$ cat config.mk
export PLATFORM = sky130hd
export DESIGN_NAME = window_regression_slope_unit
export DESIGN_NICKNAME = d
export VERILOG_FILES = /design/src/design/wrs_pkg.sv /design/src/design/wrs_front.sv /design/src/design/wrs_queue.sv /design/src/design/wrs_back.sv /design/src/design/window_regression_slope_unit.sv
export SDC_FILE = /design/constraint.sdc
export NUM_CORES = 2
export LEC_CHECK = 0
export BUFFER_PORTS_ARGS = -buffer_cell sky130_fd_sc_hd__buf_2
export CAP_MARGIN = 20
export CORE_MARGIN = 3
export CORE_UTILIZATION = 40
export CTS_BUF_LIST = sky130_fd_sc_hd__clkbuf_16
export DETAILED_ROUTE_END_ITERATION = 10
export MAX_ROUTING_LAYER = met4
export PLACE_DENSITY = 0.63
export SLEW_MARGIN = 25
export SYNTH_ARGS = -nofsm -noshare
export SYNTH_HDL_FRONTEND = slang
export SYNTH_SLANG_ARGS = --single-unit
$ cat constraint.sdc
create_clock -name clock -period 6.2 [get_ports clock]
set_input_delay 1.24 -clock clock [delete_from_list [all_inputs] [get_ports clock]]
set_output_delay 1.24 -clock clock [all_outputs]
set_load 0.01 [all_outputs]
$ cat src/design/wrs_pkg.sv
// -----------------------------------------------------------------------------
// wrs_pkg - sliding window regression slope shared definitions
// widths, limits and the job word passed from the front end to the back end
// -----------------------------------------------------------------------------
package wrs_pkg;

   // window and field sizes
   localparam int WINDOW     = 15;
   localparam int SAMPLE_W   = 16;
   localparam int CFG_W      = 4;
   localparam int SLOPE_W    = 21;
   localparam int PTS_W      = 4;
   localparam int MIN_FIT    = 2;
   localparam int FRAC_SHIFT = 4;

   localparam logic [CFG_W-1:0] MIN_POINTS_RST = CFG_W'(5);

   // ring pointer and sample count
   localparam int PTR_W = $clog2(WINDOW);
   localparam int CNT_W = $clog2(WINDOW + 1);

   // sum widths, sized from the largest window sums
   localparam int SX_MAX  = WINDOW * (WINDOW - 1) / 2;
   localparam int SXX_MAX = (WINDOW - 1) * WINDOW * (2 * WINDOW - 1) / 6;
   localparam int SX_W    = $clog2(SX_MAX + 1);
   localparam int SXX_W   = $clog2(SXX_MAX + 1);
   localparam int SY_W    = SAMPLE_W + CNT_W;
   localparam int SXY_W   = SAMPLE_W + SX_W;

   // cross products and quotient
   localparam int PA_W   = CNT_W + SXY_W;
   localparam int PB_W   = SX_W + SY_W;
   localparam int PROD_W = (PA_W > PB_W) ? PA_W : PB_W;
   localparam int PD_W   = 2 * SX_W;
   localparam int DEN_W  = CNT_W + SXX_W;
   localparam int MAG_W  = PROD_W + FRAC_SHIFT;
   localparam int DCNT_W = $clog2(MAG_W + 1);
   localparam int CMP_W  = (CNT_W > CFG_W) ? CNT_W : CFG_W;

   // saturation limits as magnitudes
   localparam logic [MAG_W-1:0] SAT_POS_MAG = MAG_W'((64'd1 << (SLOPE_W - 1)) - 64'd1);
   localparam logic [MAG_W-1:0] SAT_NEG_MAG = MAG_W'(64'd1 << (SLOPE_W - 1));
   localparam logic [SLOPE_W-1:0] SLOPE_POS_LIM = SLOPE_W'(SAT_POS_MAG);
   localparam logic [SLOPE_W-1:0] SLOPE_NEG_LIM = SLOPE_W'(SAT_NEG_MAG);

   // job queue
   localparam int QDEPTH = 2;
   localparam int QPTR_W = 1;
   localparam int QCNT_W = 2;

   typedef struct packed {
      logic [SAMPLE_W-1:0] sample;
      logic [PTR_W-1:0]    wr_pos;
      logic [PTR_W-1:0]    start;
      logic [CNT_W-1:0]    n;
      logic                fit;
   } job_type;

endpackage

$ cat src/design/wrs_front.sv
// -----------------------------------------------------------------------------
// wrs_front - input side of the slope unit
// takes sample words, tracks ring position and fill, decides whether a fit
// is due and pushes a job word into the queue
// -----------------------------------------------------------------------------
module wrs_front (
   input  logic                             clock,
   input  logic                             reset,
   input  logic                             req_valid,
   output logic                             req_ready,
   input  logic [wrs_pkg::SAMPLE_W-1:0]     req_sample,
   input  logic                             csr_valid,
   output logic                             csr_ready,
   input  logic [wrs_pkg::CFG_W-1:0]        csr_min_points,
   output logic                             q_push,
   output wrs_pkg::job_type                 q_job,
   input  logic                             q_full
);

   logic [wrs_pkg::PTR_W-1:0] wp_ff, wp_in;
   logic                      full_ff, full_in;
   logic [wrs_pkg::CFG_W-1:0] min_points_ff, min_points_in;

   logic                      wrap;
   logic [wrs_pkg::PTR_W-1:0] wp_next;
   logic                      full_next;
   logic [wrs_pkg::CNT_W-1:0] n_next;
   logic [wrs_pkg::CFG_W-1:0] need;

   assign req_ready = !q_full;
   assign csr_ready = 1'b1;
   assign q_push    = req_valid && req_ready;

   always_comb begin
      wrap      = (wp_ff == wrs_pkg::PTR_W'(wrs_pkg::WINDOW - 1));
      wp_next   = wrap ? '0 : wp_ff + 1'b1;
      full_next = full_ff || wrap;
      n_next    = full_next ? wrs_pkg::CNT_W'(wrs_pkg::WINDOW) : wrs_pkg::CNT_W'(wp_next);
      need      = (min_points_ff < wrs_pkg::CFG_W'(wrs_pkg::MIN_FIT)) ?
                  wrs_pkg::CFG_W'(wrs_pkg::MIN_FIT) : min_points_ff;

      q_job.sample = req_sample;
      q_job.wr_pos = wp_ff;
      // oldest stored sample: slot zero until the ring wraps, then the next slot
      q_job.start  = full_next ? wp_next : '0;
      q_job.n      = n_next;
      q_job.fit    = wrs_pkg::CMP_W'(n_next) >= wrs_pkg::CMP_W'(need);

      wp_in         = q_push ? wp_next : wp_ff;
      full_in       = q_push ? full_next : full_ff;
      min_points_in = (csr_valid && csr_ready) ? csr_min_points : min_points_ff;
   end

   always_ff @(posedge clock) begin
      if (reset) begin
         wp_ff         <= '0;
         full_ff       <= 1'b0;
         min_points_ff <= wrs_pkg::MIN_POINTS_RST;
      end else begin
         wp_ff         <= wp_in;
         full_ff       <= full_in;
         min_points_ff <= min_points_in;
      end
   end

   a_wp_range: assert property (@(posedge clock) disable iff (reset)
      wp_ff < wrs_pkg::PTR_W'(wrs_pkg::WINDOW))
      else $error("ring write position out of range");

   a_fit_count: assert property (@(posedge clock) disable iff (reset)
      (q_push && q_job.fit) |-> (q_job.n >= wrs_pkg::CNT_W'(wrs_pkg::MIN_FIT)))
      else $error("fit requested with fewer than two samples");

   a_start_zero: assert property (@(posedge clock) disable iff (reset)
      (q_push && !full_ff && !wrap) |-> (q_job.start == '0))
      else $error("fit start not at slot zero before the ring wrapped");

endmodule

$ cat src/design/wrs_queue.sv
// -----------------------------------------------------------------------------
// wrs_queue - two-entry job queue
// decouples the input side from the fit sequencer
// -----------------------------------------------------------------------------
module wrs_queue (
   input  logic             clock,
   input  logic             reset,
   input  logic             push,
   input  wrs_pkg::job_type push_job,
   output logic             full,
   input  logic             pop,
   output logic             pop_valid,
   output wrs_pkg::job_type pop_job
);

   wrs_pkg::job_type           entry_ff [wrs_pkg::QDEPTH];
   logic [wrs_pkg::QPTR_W-1:0] wr_ptr_ff, wr_ptr_in;
   logic [wrs_pkg::QPTR_W-1:0] rd_ptr_ff, rd_ptr_in;
   logic [wrs_pkg::QCNT_W-1:0] count_ff, count_in;

   assign full      = (count_ff == wrs_pkg::QCNT_W'(wrs_pkg::QDEPTH));
   assign pop_valid = (count_ff != '0);
   assign pop_job   = entry_ff[rd_ptr_ff];

   always_comb begin
      wr_ptr_in = push ? wr_ptr_ff + 1'b1 : wr_ptr_ff;
      rd_ptr_in = pop ? rd_ptr_ff + 1'b1 : rd_ptr_ff;
      unique case ({push, pop})
         2'b10:   count_in = count_ff + 1'b1;
         2'b01:   count_in = count_ff - 1'b1;
         default: count_in = count_ff;
      endcase
   end

   always_ff @(posedge clock) begin
      if (push) begin
         entry_ff[wr_ptr_ff] <= push_job;
      end
   end

   always_ff @(posedge clock) begin
      if (reset) begin
         wr_ptr_ff <= '0;
         rd_ptr_ff <= '0;
         count_ff  <= '0;
      end else begin
         wr_ptr_ff <= wr_ptr_in;
         rd_ptr_ff <= rd_ptr_in;
         count_ff  <= count_in;
      end
   end

   a_no_overflow: assert property (@(posedge clock) disable iff (reset)
      push |-> !full)
      else $error("job queue overflow");

   a_no_underflow: assert property (@(posedge clock) disable iff (reset)
      pop |-> pop_valid)
      else $error("job queue underflow");

   a_count_range: assert property (@(posedge clock) disable iff (reset)
      count_ff <= wrs_pkg::QCNT_W'(wrs_pkg::QDEPTH))
      else $error("job queue count out of range");

endmodule

$ cat src/design/wrs_back.sv
// -----------------------------------------------------------------------------
// wrs_back - fit sequencer
// writes the sample into the ring; for a fit, walks the window accumulating
// the sums, forms numerator and denominator, divides one bit a cycle and saturates
// -----------------------------------------------------------------------------
module wrs_back (
   input  logic                               clock,
   input  logic                               reset,
   input  logic                               q_valid,
   input  wrs_pkg::job_type                   q_job,
   output logic                               q_pop,
   output logic                               rsp_valid,
   input  logic                               rsp_ready,
   output logic signed [wrs_pkg::SLOPE_W-1:0] rsp_slope,
   output logic                               rsp_slope_ready,
   output logic [wrs_pkg::PTS_W-1:0]          rsp_points_used
);

   typedef enum logic [5:0] {
      ST_IDLE = 6'b000001,
      ST_WALK = 6'b000010,
      ST_MUL  = 6'b000100,
      ST_DIFF = 6'b001000,
      ST_DIV  = 6'b010000,
      ST_DONE = 6'b100000
   } back_state_type;

   back_state_type state_ff, state_in;

   // ring memory
   logic [wrs_pkg::SAMPLE_W-1:0] ring_mem [wrs_pkg::WINDOW];
   logic                         wr_en;
   logic                         rd_en;
   logic [wrs_pkg::SAMPLE_W-1:0] rd_data_ff;

   // job and walk
   logic [wrs_pkg::CNT_W-1:0] n_ff, n_in;
   logic                      fit_ff, fit_in;
   logic [wrs_pkg::PTR_W-1:0] rd_ptr_ff, rd_ptr_in;
   logic [wrs_pkg::CNT_W-1:0] iss_ff, iss_in;
   logic                      pend_ff, pend_in;
   logic [wrs_pkg::PTR_W-1:0] pend_x_ff, pend_x_in;

   // sums
   logic [wrs_pkg::SX_W-1:0]  sx_ff, sx_in;
   logic [wrs_pkg::SXX_W-1:0] sxx_ff, sxx_in;
   logic [wrs_pkg::SY_W-1:0]  sy_ff, sy_in;
   logic [wrs_pkg::SXY_W-1:0] sxy_ff, sxy_in;

   // products
   logic [wrs_pkg::PA_W-1:0]  pa_ff, pa_in;
   logic [wrs_pkg::PB_W-1:0]  pb_ff, pb_in;
   logic [wrs_pkg::DEN_W-1:0] pc_ff, pc_in;
   logic [wrs_pkg::PD_W-1:0]  pd_ff, pd_in;

   // divider
   logic                       neg_ff, neg_in;
   logic [wrs_pkg::DEN_W-1:0]  den_ff, den_in;
   logic [wrs_pkg::DEN_W:0]    rem_ff, rem_in;
   logic [wrs_pkg::MAG_W-1:0]  quo_ff, quo_in;
   logic [wrs_pkg::DCNT_W-1:0] dcnt_ff, dcnt_in;

   // result register
   logic                               out_valid_ff, out_valid_in;
   logic signed [wrs_pkg::SLOPE_W-1:0] out_slope_ff, out_slope_in;
   logic                               out_rdy_ff, out_rdy_in;
   logic [wrs_pkg::PTS_W-1:0]          out_pts_ff, out_pts_in;

   // helpers
   logic [wrs_pkg::PROD_W:0]   pa_x, pb_x, diff;
   logic [wrs_pkg::DEN_W:0]    rem_sh;
   logic                       rem_ge;
   logic [wrs_pkg::SLOPE_W-1:0] slope_sat;
   logic                       out_free;

   assign rsp_valid       = out_valid_ff;
   assign rsp_slope       = out_slope_ff;
   assign rsp_slope_ready = out_rdy_ff;
   assign rsp_points_used = out_pts_ff;

   assign out_free = !out_valid_ff || rsp_ready;
   assign q_pop    = (state_ff == ST_IDLE) && q_valid;
   assign wr_en    = q_pop;
   assign rd_en    = (state_ff == ST_WALK) && (iss_ff != n_ff);

   always_ff @(posedge clock) begin
      if (wr_en) begin
         ring_mem[q_job.wr_pos] <= q_job.sample;
      end
      if (rd_en) begin
         rd_data_ff <= ring_mem[rd_ptr_ff];
      end
   end

   always_comb begin
      pa_x   = (wrs_pkg::PROD_W + 1)'(pa_ff);
      pb_x   = (wrs_pkg::PROD_W + 1)'(pb_ff);
      diff   = (pb_x > pa_x) ? pb_x - pa_x : pa_x - pb_x;
      rem_sh = {rem_ff[wrs_pkg::DEN_W-1:0], quo_ff[wrs_pkg::MAG_W-1]};
      rem_ge = rem_sh >= {1'b0, den_ff};

      // truncation toward zero: clamp the magnitude, and negate it for a negative slope
      if (neg_ff) begin
         slope_sat = (quo_ff > wrs_pkg::SAT_NEG_MAG) ? wrs_pkg::SLOPE_NEG_LIM :
                     wrs_pkg::SLOPE_W'(-wrs_pkg::SLOPE_W'(quo_ff));
      end else begin
         slope_sat = (quo_ff > wrs_pkg::SAT_POS_MAG) ? wrs_pkg::SLOPE_POS_LIM :
                     wrs_pkg::SLOPE_W'(quo_ff);
      end
   end

   always_comb begin
      state_in     = state_ff;
      n_in         = n_ff;
      fit_in       = fit_ff;
      rd_ptr_in    = rd_ptr_ff;
      iss_in       = iss_ff;
      pend_in      = 1'b0;
      pend_x_in    = pend_x_ff;
      sx_in        = sx_ff;
      sxx_in       = sxx_ff;
      sy_in        = sy_ff;
      sxy_in       = sxy_ff;
      pa_in        = pa_ff;
      pb_in        = pb_ff;
      pc_in        = pc_ff;
      pd_in        = pd_ff;
      neg_in       = neg_ff;
      den_in       = den_ff;
      rem_in       = rem_ff;
      quo_in       = quo_ff;
      dcnt_in      = dcnt_ff;
      out_valid_in = out_valid_ff && !rsp_ready;
      out_slope_in = out_slope_ff;
      out_rdy_in   = out_rdy_ff;
      out_pts_in   = out_pts_ff;

      unique case (state_ff)
         ST_IDLE: begin
            if (q_valid) begin
               n_in      = q_job.n;
               fit_in    = q_job.fit;
               rd_ptr_in = q_job.start;
               iss_in    = '0;
               sx_in     = '0;
               sxx_in    = '0;
               sy_in     = '0;
               sxy_in    = '0;
               neg_in    = 1'b0;
               quo_in    = '0;
               state_in  = q_job.fit ? ST_WALK : ST_DONE;
            end
         end
         ST_WALK: begin
            if (rd_en) begin
               pend_in   = 1'b1;
               pend_x_in = wrs_pkg::PTR_W'(iss_ff);
               iss_in    = iss_ff + 1'b1;
               rd_ptr_in = (rd_ptr_ff == wrs_pkg::PTR_W'(wrs_pkg::WINDOW - 1)) ?
                           '0 : rd_ptr_ff + 1'b1;
            end
            if (pend_ff) begin
               sx_in  = sx_ff + wrs_pkg::SX_W'(pend_x_ff);
               sxx_in = sxx_ff + wrs_pkg::SXX_W'(pend_x_ff) * wrs_pkg::SXX_W'(pend_x_ff);
               sy_in  = sy_ff + wrs_pkg::SY_W'(rd_data_ff);
               sxy_in = sxy_ff + wrs_pkg::SXY_W'(pend_x_ff) * wrs_pkg::SXY_W'(rd_data_ff);
            end
            if (!rd_en && !pend_ff) begin
               state_in = ST_MUL;
            end
         end
         ST_MUL: begin
            pa_in    = wrs_pkg::PA_W'(n_ff) * wrs_pkg::PA_W'(sxy_ff);
            pb_in    = wrs_pkg::PB_W'(sx_ff) * wrs_pkg::PB_W'(sy_ff);
            pc_in    = wrs_pkg::DEN_W'(n_ff) * wrs_pkg::DEN_W'(sxx_ff);
            pd_in    = wrs_pkg::PD_W'(sx_ff) * wrs_pkg::PD_W'(sx_ff);
            state_in = ST_DIFF;
         end
         ST_DIFF: begin
            neg_in   = pb_x > pa_x;
            quo_in   = {diff[wrs_pkg::PROD_W-1:0], wrs_pkg::FRAC_SHIFT'(0)};
            den_in   = pc_ff - wrs_pkg::DEN_W'(pd_ff);
            rem_in   = '0;
            dcnt_in  = wrs_pkg::DCNT_W'(wrs_pkg::MAG_W);
            state_in = ST_DIV;
         end
         ST_DIV: begin
            rem_in  = rem_ge ? rem_sh - {1'b0, den_ff} : rem_sh;
            quo_in  = {quo_ff[wrs_pkg::MAG_W-2:0], rem_ge};
            dcnt_in = dcnt_ff - 1'b1;
            if (dcnt_ff == wrs_pkg::DCNT_W'(1)) begin
               state_in = ST_DONE;
            end
         end
         ST_DONE: begin
            if (out_free) begin
               out_valid_in = 1'b1;
               out_slope_in = fit_ff ? slope_sat : '0;
               out_rdy_in   = fit_ff;
               out_pts_in   = wrs_pkg::PTS_W'(n_ff);
               state_in     = ST_IDLE;
            end
         end
         default: state_in = ST_IDLE;
      endcase
   end

   always_ff @(posedge clock) begin
      if (reset) begin
         state_ff     <= ST_IDLE;
         pend_ff      <= 1'b0;
         out_valid_ff <= 1'b0;
      end else begin
         state_ff     <= state_in;
         pend_ff      <= pend_in;
         out_valid_ff <= out_valid_in;
      end
   end

   always_ff @(posedge clock) begin
      n_ff         <= n_in;
      fit_ff       <= fit_in;
      rd_ptr_ff    <= rd_ptr_in;
      iss_ff       <= iss_in;
      pend_x_ff    <= pend_x_in;
      sx_ff        <= sx_in;
      sxx_ff       <= sxx_in;
      sy_ff        <= sy_in;
      sxy_ff       <= sxy_in;
      pa_ff        <= pa_in;
      pb_ff        <= pb_in;
      pc_ff        <= pc_in;
      pd_ff        <= pd_in;
      neg_ff       <= neg_in;
      den_ff       <= den_in;
      rem_ff       <= rem_in;
      quo_ff       <= quo_in;
      dcnt_ff      <= dcnt_in;
      out_slope_ff <= out_slope_in;
      out_rdy_ff   <= out_rdy_in;
      out_pts_ff   <= out_pts_in;
   end

   a_pop_idle: assert property (@(posedge clock) disable iff (reset)
      q_pop |-> (state_ff == ST_IDLE))
      else $error("job taken while sequencer busy");

   a_walk_bound: assert property (@(posedge clock) disable iff (reset)
      (state_ff == ST_WALK) |-> (iss_ff <= n_ff))
      else $error("window walk ran past the sample count");

   a_den_nonzero: assert property (@(posedge clock) disable iff (reset)
      (state_ff == ST_DIV) |-> (den_ff != '0))
      else $error("zero denominator in slope division");

   a_slope_zero: assert property (@(posedge clock) disable iff (reset)
      (out_valid_ff && !out_rdy_ff) |-> (out_slope_ff == '0))
      else $error("nonzero slope without a fit");

endmodule

$ cat src/design/window_regression_slope_unit.sv
// -----------------------------------------------------------------------------
// window_regression_slope_unit - sliding window least-squares slope
// keeps the last 15 samples and returns the fitted slope for every sample word
// -----------------------------------------------------------------------------
// path: a fit over n stored samples goes through the queue pop, the ring walk,
//   the products and their difference, the 31-step divider and the result load
// pacing: the sequencer finishes one job before it pops the next, paced by the
//   one-bit-a-cycle divider and the one-read-a-cycle ring walk and held while the
//   result sits unclaimed; words without a fit skip the walk and the divider
// reset: synchronous, clears ring position, fill flag, queue and result valid;
//   min_points returns to 5; ring contents are not cleared and never read stale
// -----------------------------------------------------------------------------
module window_regression_slope_unit (
   input  logic                               clock,
   input  logic                               reset,

   // sample word in
   input  logic                               req_valid,
   output logic                               req_ready,
   input  logic [wrs_pkg::SAMPLE_W-1:0]       req_sample,

   // slope word out
   output logic                               rsp_valid,
   input  logic                               rsp_ready,
   output logic signed [wrs_pkg::SLOPE_W-1:0] rsp_slope,
   output logic                               rsp_slope_ready,
   output logic [wrs_pkg::PTS_W-1:0]          rsp_points_used,

   // min_points register write
   input  logic                               csr_valid,
   output logic                               csr_ready,
   input  logic [wrs_pkg::CFG_W-1:0]          csr_min_points
);

   // front end to queue
   logic             q_push;
   wrs_pkg::job_type q_push_job;
   logic             q_full;

   // queue to fit sequencer
   logic             q_pop;
   logic             q_pop_valid;
   wrs_pkg::job_type q_pop_job;

   // front end: tracks where the next sample lands in the ring and how many
   // samples are held, and flags whether this word gets a fit at all
   wrs_front u_front (
      .clock          (clock),
      .reset          (reset),
      .req_valid      (req_valid),
      .req_ready      (req_ready),
      .req_sample     (req_sample),
      .csr_valid      (csr_valid),
      .csr_ready      (csr_ready),
      .csr_min_points (csr_min_points),
      .q_push         (q_push),
      .q_job          (q_push_job),
      .q_full         (q_full)
   );

   // short job queue so the input side keeps taking words while the
   // sequencer divides or the result sits unclaimed
   wrs_queue u_queue (
      .clock     (clock),
      .reset     (reset),
      .push      (q_push),
      .push_job  (q_push_job),
      .full      (q_full),
      .pop       (q_pop),
      .pop_valid (q_pop_valid),
      .pop_job   (q_pop_job)
   );

   // fit sequencer: owns the sample ring, so ring writes and the window walk
   // happen strictly in job order and a later sample never clobbers a window
   // that is still being read
   wrs_back u_back (
      .clock           (clock),
      .reset           (reset),
      .q_valid         (q_pop_valid),
      .q_job           (q_pop_job),
      .q_pop           (q_pop),
      .rsp_valid       (rsp_valid),
      .rsp_ready       (rsp_ready),
      .rsp_slope       (rsp_slope),
      .rsp_slope_ready (rsp_slope_ready),
      .rsp_points_used (rsp_points_used)
   );

endmodule

## Yosys cells after proc, flatten, opt, wreduce, memory -nomap -nowiden

Memory sizes are Yosys's and may differ from the RTL's. A register that Yosys moved wholly into a read port is not among the register bits.
Index checks and enable logic that the tools add are counted.

| storage, ports and cells | value |
|---|---|
| flip-flop bits (word level) | 271 |
| bits in latches | 0 |
| RAM bits | 298 |
| memory bits (read-only) | 0 |
| input port bits | 25 |
| word-level logic and storage cells | 158 |
| memories kept | 2 |

Memory list:

| memory | words | width | rd ports | clocked after Yosys merged registers in | wr ports | line | RTL |
|---|---|---|---|---|---|---|---|
| u_back.ring_mem | 15 | 16 | 1 | 1 | 1 | wrs_back.sv:31 | `logic [wrs_pkg::SAMPLE_W-1:0] ring_mem [wrs_pkg::WINDOW];` |
| u_queue.entry_ff | 2 | 29 | 1 | 1 | 1 | wrs_queue.sv:16 | `wrs_pkg::job_type entry_ff [wrs_pkg::QDEPTH];` |

| operators by class | value |
|---|---|
| add/subtract/negate cells | 17 |
| $mul | 6 |
| div/mod/pow operators | 0 |
| $lt $le $gt $ge | 6 |
| equality and inequality tests | 19 |
| shifts and indexed selects | 0 |
| mux-type cells | 50 |
| bitwise operators | 1 |
| reductions and logical operators | 27 |

Operators with widths:

| operator | count |
|---|---|
| 31-bit case mux with 3 select lines | 1 |
| 21-bit 2-to-1 mux | 3 |
| 27-bit subtractor | 2 |
| 23-bit 2-to-1 mux | 2 |
| 23-bit case mux with 2 select lines | 1 |
| 20-bit 2-to-1 mux | 2 |
| 20-bit case mux with 2 select lines | 1 |
| 4-bit 2-to-1 mux | 9 |
| 6-bit case mux with 6 select lines | 1 |
| 31-bit by 20-bit > comparator with 1-bit output, second input constant | 1 |
| 31-bit by 21-bit > comparator with 1-bit output, second input constant | 1 |
| 31-bit 2-to-1 mux | 1 |
| 6-bit 2-to-1 mux | 5 |
| 14-bit case mux with 2 select lines | 1 |
| 14-bit subtractor | 2 |
| 27-bit > comparator | 1 |
| 4-bit by 23-bit multiplier with 27-bit output | 1 |
| 7-bit by 20-bit multiplier with 27-bit output | 1 |
| 27-bit 2-to-1 mux | 1 |
| 23-bit by 20-bit adder with 23-bit output | 1 |
| 21-bit negator | 1 |
| 20-bit by 16-bit adder with 20-bit output | 1 |
| 4-bit by 16-bit multiplier with 20-bit output | 1 |
| 10-bit 2-to-1 mux | 2 |
| other kinds (45) | 83 |

## Logic depth before layout (Yosys ltp)

| logic depth | value |
|---|---|
| word-level depth | 6 |
| depth in mapped cells | 22 |
| mapped depth without buffers | 20 |

## Modules after synthesis

A second synthesis with hierarchy kept.

| unflattened totals | value |
|---|---|
| cells, all modules | 3,530 |
| area, all modules | 39,649.3 µm² |

By module, submodules not included:

| module | instances | cells each | area an instance (µm²) |
|---|---|---|---|
| wrs_back | 1 | 3,325 | 36,623.9 |
| wrs_queue | 1 | 112 | 2,293.4 |
| wrs_front | 1 | 93 | 732.0 |

## Worst setup path before layout

Ideal clock, no wire load.

| path | value |
|---|---|
| path type | register -> register |
| from | register u_back.sx_ff[5] (netlist name) |
| to | register u_back.pb_ff[24] (netlist name) (data pin) |
| data arrival time | 5.364 ns |
| required time | 5.942 ns |
| setup slack | 0.579 ns |
| cell stages (with the launch flop) | 21 |
| path buffers | 2 |
| cell sequence | edfxtp_1 clkbuf_1 clkbuf_1 and2_1 fa_1 fa_1 fa_1 inv_1 fa_1 inv_1 ha_1 o21a_1 o21ai_0 nor2_1 a21boi_0 o2111ai_1 a221oi_1 nor3_1 a2111o_1 a21oi_1 xnor2_1 |

| between the ends | value |
|---|---|
| word-level cells in the longest chain between the ends | 1 |

Ends and longest elaborated chain:

| item | line | RTL |
|---|---|---|
| from (decl) | wrs_back.sv:45 | `logic [wrs_pkg::SX_W-1:0] sx_ff, sx_in;` |
| from (signal assigned) | wrs_back.sv:226 | `sx_ff <= sx_in;` |
| 7-bit by 20-bit multiplier with 27-bit output | wrs_back.sv:174 | `pb_in = wrs_pkg::PB_W'(sx_ff) * wrs_pkg::PB_W'(sy_ff);` |
| to (signal assigned) | wrs_back.sv:231 | `pb_ff <= pb_in;` |
| to (decl) | wrs_back.sv:52 | `logic [wrs_pkg::PB_W-1:0] pb_ff, pb_in;` |

Every way passes these cells.
A chain may end at the register's enable or synchronous reset.

## Worst setup path in the final report

| path | value |
|---|---|
| from | register u_back.sy_ff[7] (netlist name) |
| to | register u_back.pb_ff[24] (netlist name) (data pin) |

| between the ends | value |
|---|---|
| word-level cells in the longest chain between the ends | 1 |

Ends and longest elaborated chain:

| item | line | RTL |
|---|---|---|
| from (decl) | wrs_back.sv:47 | `logic [wrs_pkg::SY_W-1:0] sy_ff, sy_in;` |
| from (signal assigned) | wrs_back.sv:228 | `sy_ff <= sy_in;` |
| 7-bit by 20-bit multiplier with 27-bit output | wrs_back.sv:174 |  |

Every way passes these cells.

==> impl_metrics.tcl <==
set metrics [dict create \
    status "finished, final reports clean" \
    synth-xor-area-share 0.0362 \
    cts-htree-levels 3 \
    die-width_um 318 \
    port_buffers 52 \
    rows 113 \
    diodes 0 \
    grt_pass1_wl_mm 134 \
    synth_ff_type "edfxtp_1" \
    finalHoldViolCount 0 \
    drt_first_pass_iters 7 \
    hold_class "flop to flop" \
    dr_total_vias 24860 \
    end_kind "flop" \
    drtIter0Drc 1536 \
    antenna_found_initial 1 \
    cts.clk_slew.worst_paths_ns 0.06 \
    cts_buffer_depth 3 \
    ys_ff_latch 585 \
    synth.distinct_cells 81 \
    grt_max_degree 78 \
    synth_edf_count 563 \
    post-dp-hpwl_mm 60.1 \
    cts_buffers 67 \
    nNetsFinal 4018 \
    synth-async-reset-ratio 0 \
    synth_top_area_frac 0.434 \
    setup_tns_ns 0 \
    layout-drive-gt1-share 0.0932 \
    crit_path_frequent_cell "fa_1" \
    layout_min_cycle_time_ns 5.89 \
    final_antenna_net_count 0 \
    synth_mux_area_frac 0.0560 \
    critical_path_class "flop to flop" \
    ys_seq_area_frac 0.445 \
    maxCapViolCount 0 \
    clock_latency_ns 0.62 \
    grt_use_total 0.169 \
    drc_errors 0 \
    yosys_warnings 0 \
    slowest_stage "fa_1" \
    layout_commonest_cell "edfxtp_1" \
    synth_area_leader_cell "edfxtp_1" \
    cts-root-buf "clkbuf_16" \
    yosys.area_share.simple 0.123 \
    worstSetupStartpointType "flop" \
    crit_required_ns 6.56 \
    dp.cells 4699 \
    slew_viol_final 0 \
    skew_ns 0.0198 \
    crit_chain "and2_1 > fa_1 > fa_1 > fa_1 > inv_1 > fa_1 > inv_1 > ha_1 > a21o_1 > a21o_1 > a21oi_1 > a21boi_0 > o2111ai_1 > a221oi_1 > nor3_1 > a2111o_1 > a21oi_1 > xnor2_1" \
    syn_area_um2 39000 \
    initial_core_util 0.407 \
    fp.coreArea_um2 95900 \
    rrSetupSlack_ns 0.31 \
    synthCells 3460 \
    setup_viol 0 \
    crit_path_max_fanout 8 \
    cts_tree "done" \
    routed_wirelength_mm 83.3 \
    holdWs_ns 0.486 \
    grt_pass1_vias 24867 \
    die_area_um2 101000 \
    netlist_top_cells_area "edfxtp_1 (43%), fa_1 (11%), ha_1 (8.6%)" \
    place_congestion 0.884 \
    layout_common_cells "edfxtp_1 (563), inv_1 (401), nand2_1 (335)" \
    syn_to_final_growth_pct 10.6 \
    worst_pin_slew_ns 0.967 \
    cts.sinks 585 \
    final_cells 4827 \
    wl_per_cell_um 17.3 \
    avgSynthCellArea_um2 11.3 \
    grt-ovfl-total 0 \
    cp.arrival_ns 6.25 \
    io_pins 54 \
    critPathMaxStageDelay_ns 0.57 \
    rsz0062_at_grt "false" \
    fmaxAchievable_ghz 0.170 \
    ctsResizeCount 0 \
    synth_top_family_by_area "adder cells" \
    synthAdderAreaFrac 0.197 \
    avgViaCountPerCell 5.15 \
    layout_worst_path_cycle_share 0.949 \
    synth_compound_area_frac 0.0922 \
    die_y_um 318 \
    synth.net_count 3969 \
    slew_headroom 0.355 \
]
-- worst max-delay path: cells and delay by family, from the launching register on --
kind	cells	cell delay (ns)
adder cells (fa/ha/maj)	5	2.43
AO/OA/AOI/OAI	8	2.15
flip-flops	1	0.52
AND/OR/NAND/NOR	2	0.34
buffers and inverters	2	0.09
XOR/XNOR	1	0.09
-- final cells by class --
type,count,area (µm²)
Timing Repair Buffer,113,758
Tap cell,1265,1580
Inverter,390,1460
Clock buffer,69,1730
Multi-Input combinational cell,2352,19700
Fill cell,8824,52800
Sequential cell,585,17300
Clock inverter,53,502
-- synth_stat cells, types with 26 or more instances --
| cell | instances |
|---|---|
| mux4_2 | 64 |
| inv_1 | 390 |
| fa_1 | 215 |
| o21bai_1 | 31 |
| xor2_1 | 50 |
| a21oi_1 | 189 |
| mux2_2 | 26 |
| nand2_1 | 335 |
| nor3_1 | 52 |
| ha_1 | 269 |
| a21o_1 | 63 |
| and2_1 | 191 |
| edfxtp_1 | 563 |
| nand2b_1 | 32 |
| xnor2_1 | 111 |
| nor2b_1 | 42 |
| clkbuf_1 | 113 |
| mux2i_1 | 45 |
| nor2_1 | 222 |
| nand3_1 | 26 |
| o21ai_0 | 144 |
-- state kept, by name, summed over array words and instances, names as in the netlist, 4 cells and up, named ones only --
register / flops
u_back.ring_mem: 240
u_queue.entry_ff: 58
u_back.quo_ff: 31
u_back.pa_ff: 27
u_back.pb_ff: 27
u_back.sxy_ff: 23
u_back.rsp_slope: 21
u_back.sy_ff: 20
u_back.rd_data_ff: 16
u_back.den_ff: 14
u_back.pc_ff: 14
u_back.rem_ff: 14
u_back.pd_ff: 13
u_back.sxx_ff: 10
u_back.sx_ff: 7
u_back.state_ff: 6
u_back.dcnt_ff: 5
u_back.iss_ff: 4
u_back.n_ff: 4
u_back.pend_x_ff: 4
u_back.rd_ptr_ff: 4
u_back.rsp_points_used: 4
u_front.min_points_ff: 4
u_front.wp_ff: 4
-- what timing repair did --
action | in CTS | in global routing
setup buffers | 0 | 4
hold buffers | 0 | 0
endpoints found under the setup margin | 0 | 1
-- routing by layer --
metal / share of wire / track usage / vias to the layer above
met4: 0.022 / 0.0442 / 0
met1: 0.45 / 0.214 / 12163
met5: 0 / - / -
met2: 0.49 / 0.286 / 441
li1: - / - / 12135
met3: 0.039 / 0.0228 / 121
-- per-stage QoR --
step	instance area, µm²	worst slack [ns]	util
after global routing	43100	0.0368	0.450
after floorplan	39000	0.579	-
after global placement	40800	0.394	0.425
final	43100	0.314	0.450
after detailed placement	40800	0.247	0.425
after CTS	43000	0.234	0.449
-- final timing paths --
path / cells past startpoint / to / start
min: 2 / u_front.min_points_ff[0] / u_front.min_points_ff[0]
min reg2reg: 2 / u_front.min_points_ff[0] / u_front.min_points_ff[0]
max reg2reg: 18 / u_back.pb_ff[24] / u_back.sy_ff[7]
max: 18 / u_back.pb_ff[24] / u_back.sy_ff[7]
-- kinds of logic (layout without fill, tap and decap cells) --
logic type,Yosys count,count (layout)
flops,585,585
compound gates,579,579
fa+ha+maj,484,484
buf+inv,523,625
other cells,1,1
xor+xnor,161,161
mux,135,135
simple gates,992,992
Power is not shown: default switching activity piles up to over one toggle a cycle in this logic, so the estimate is an artifact.
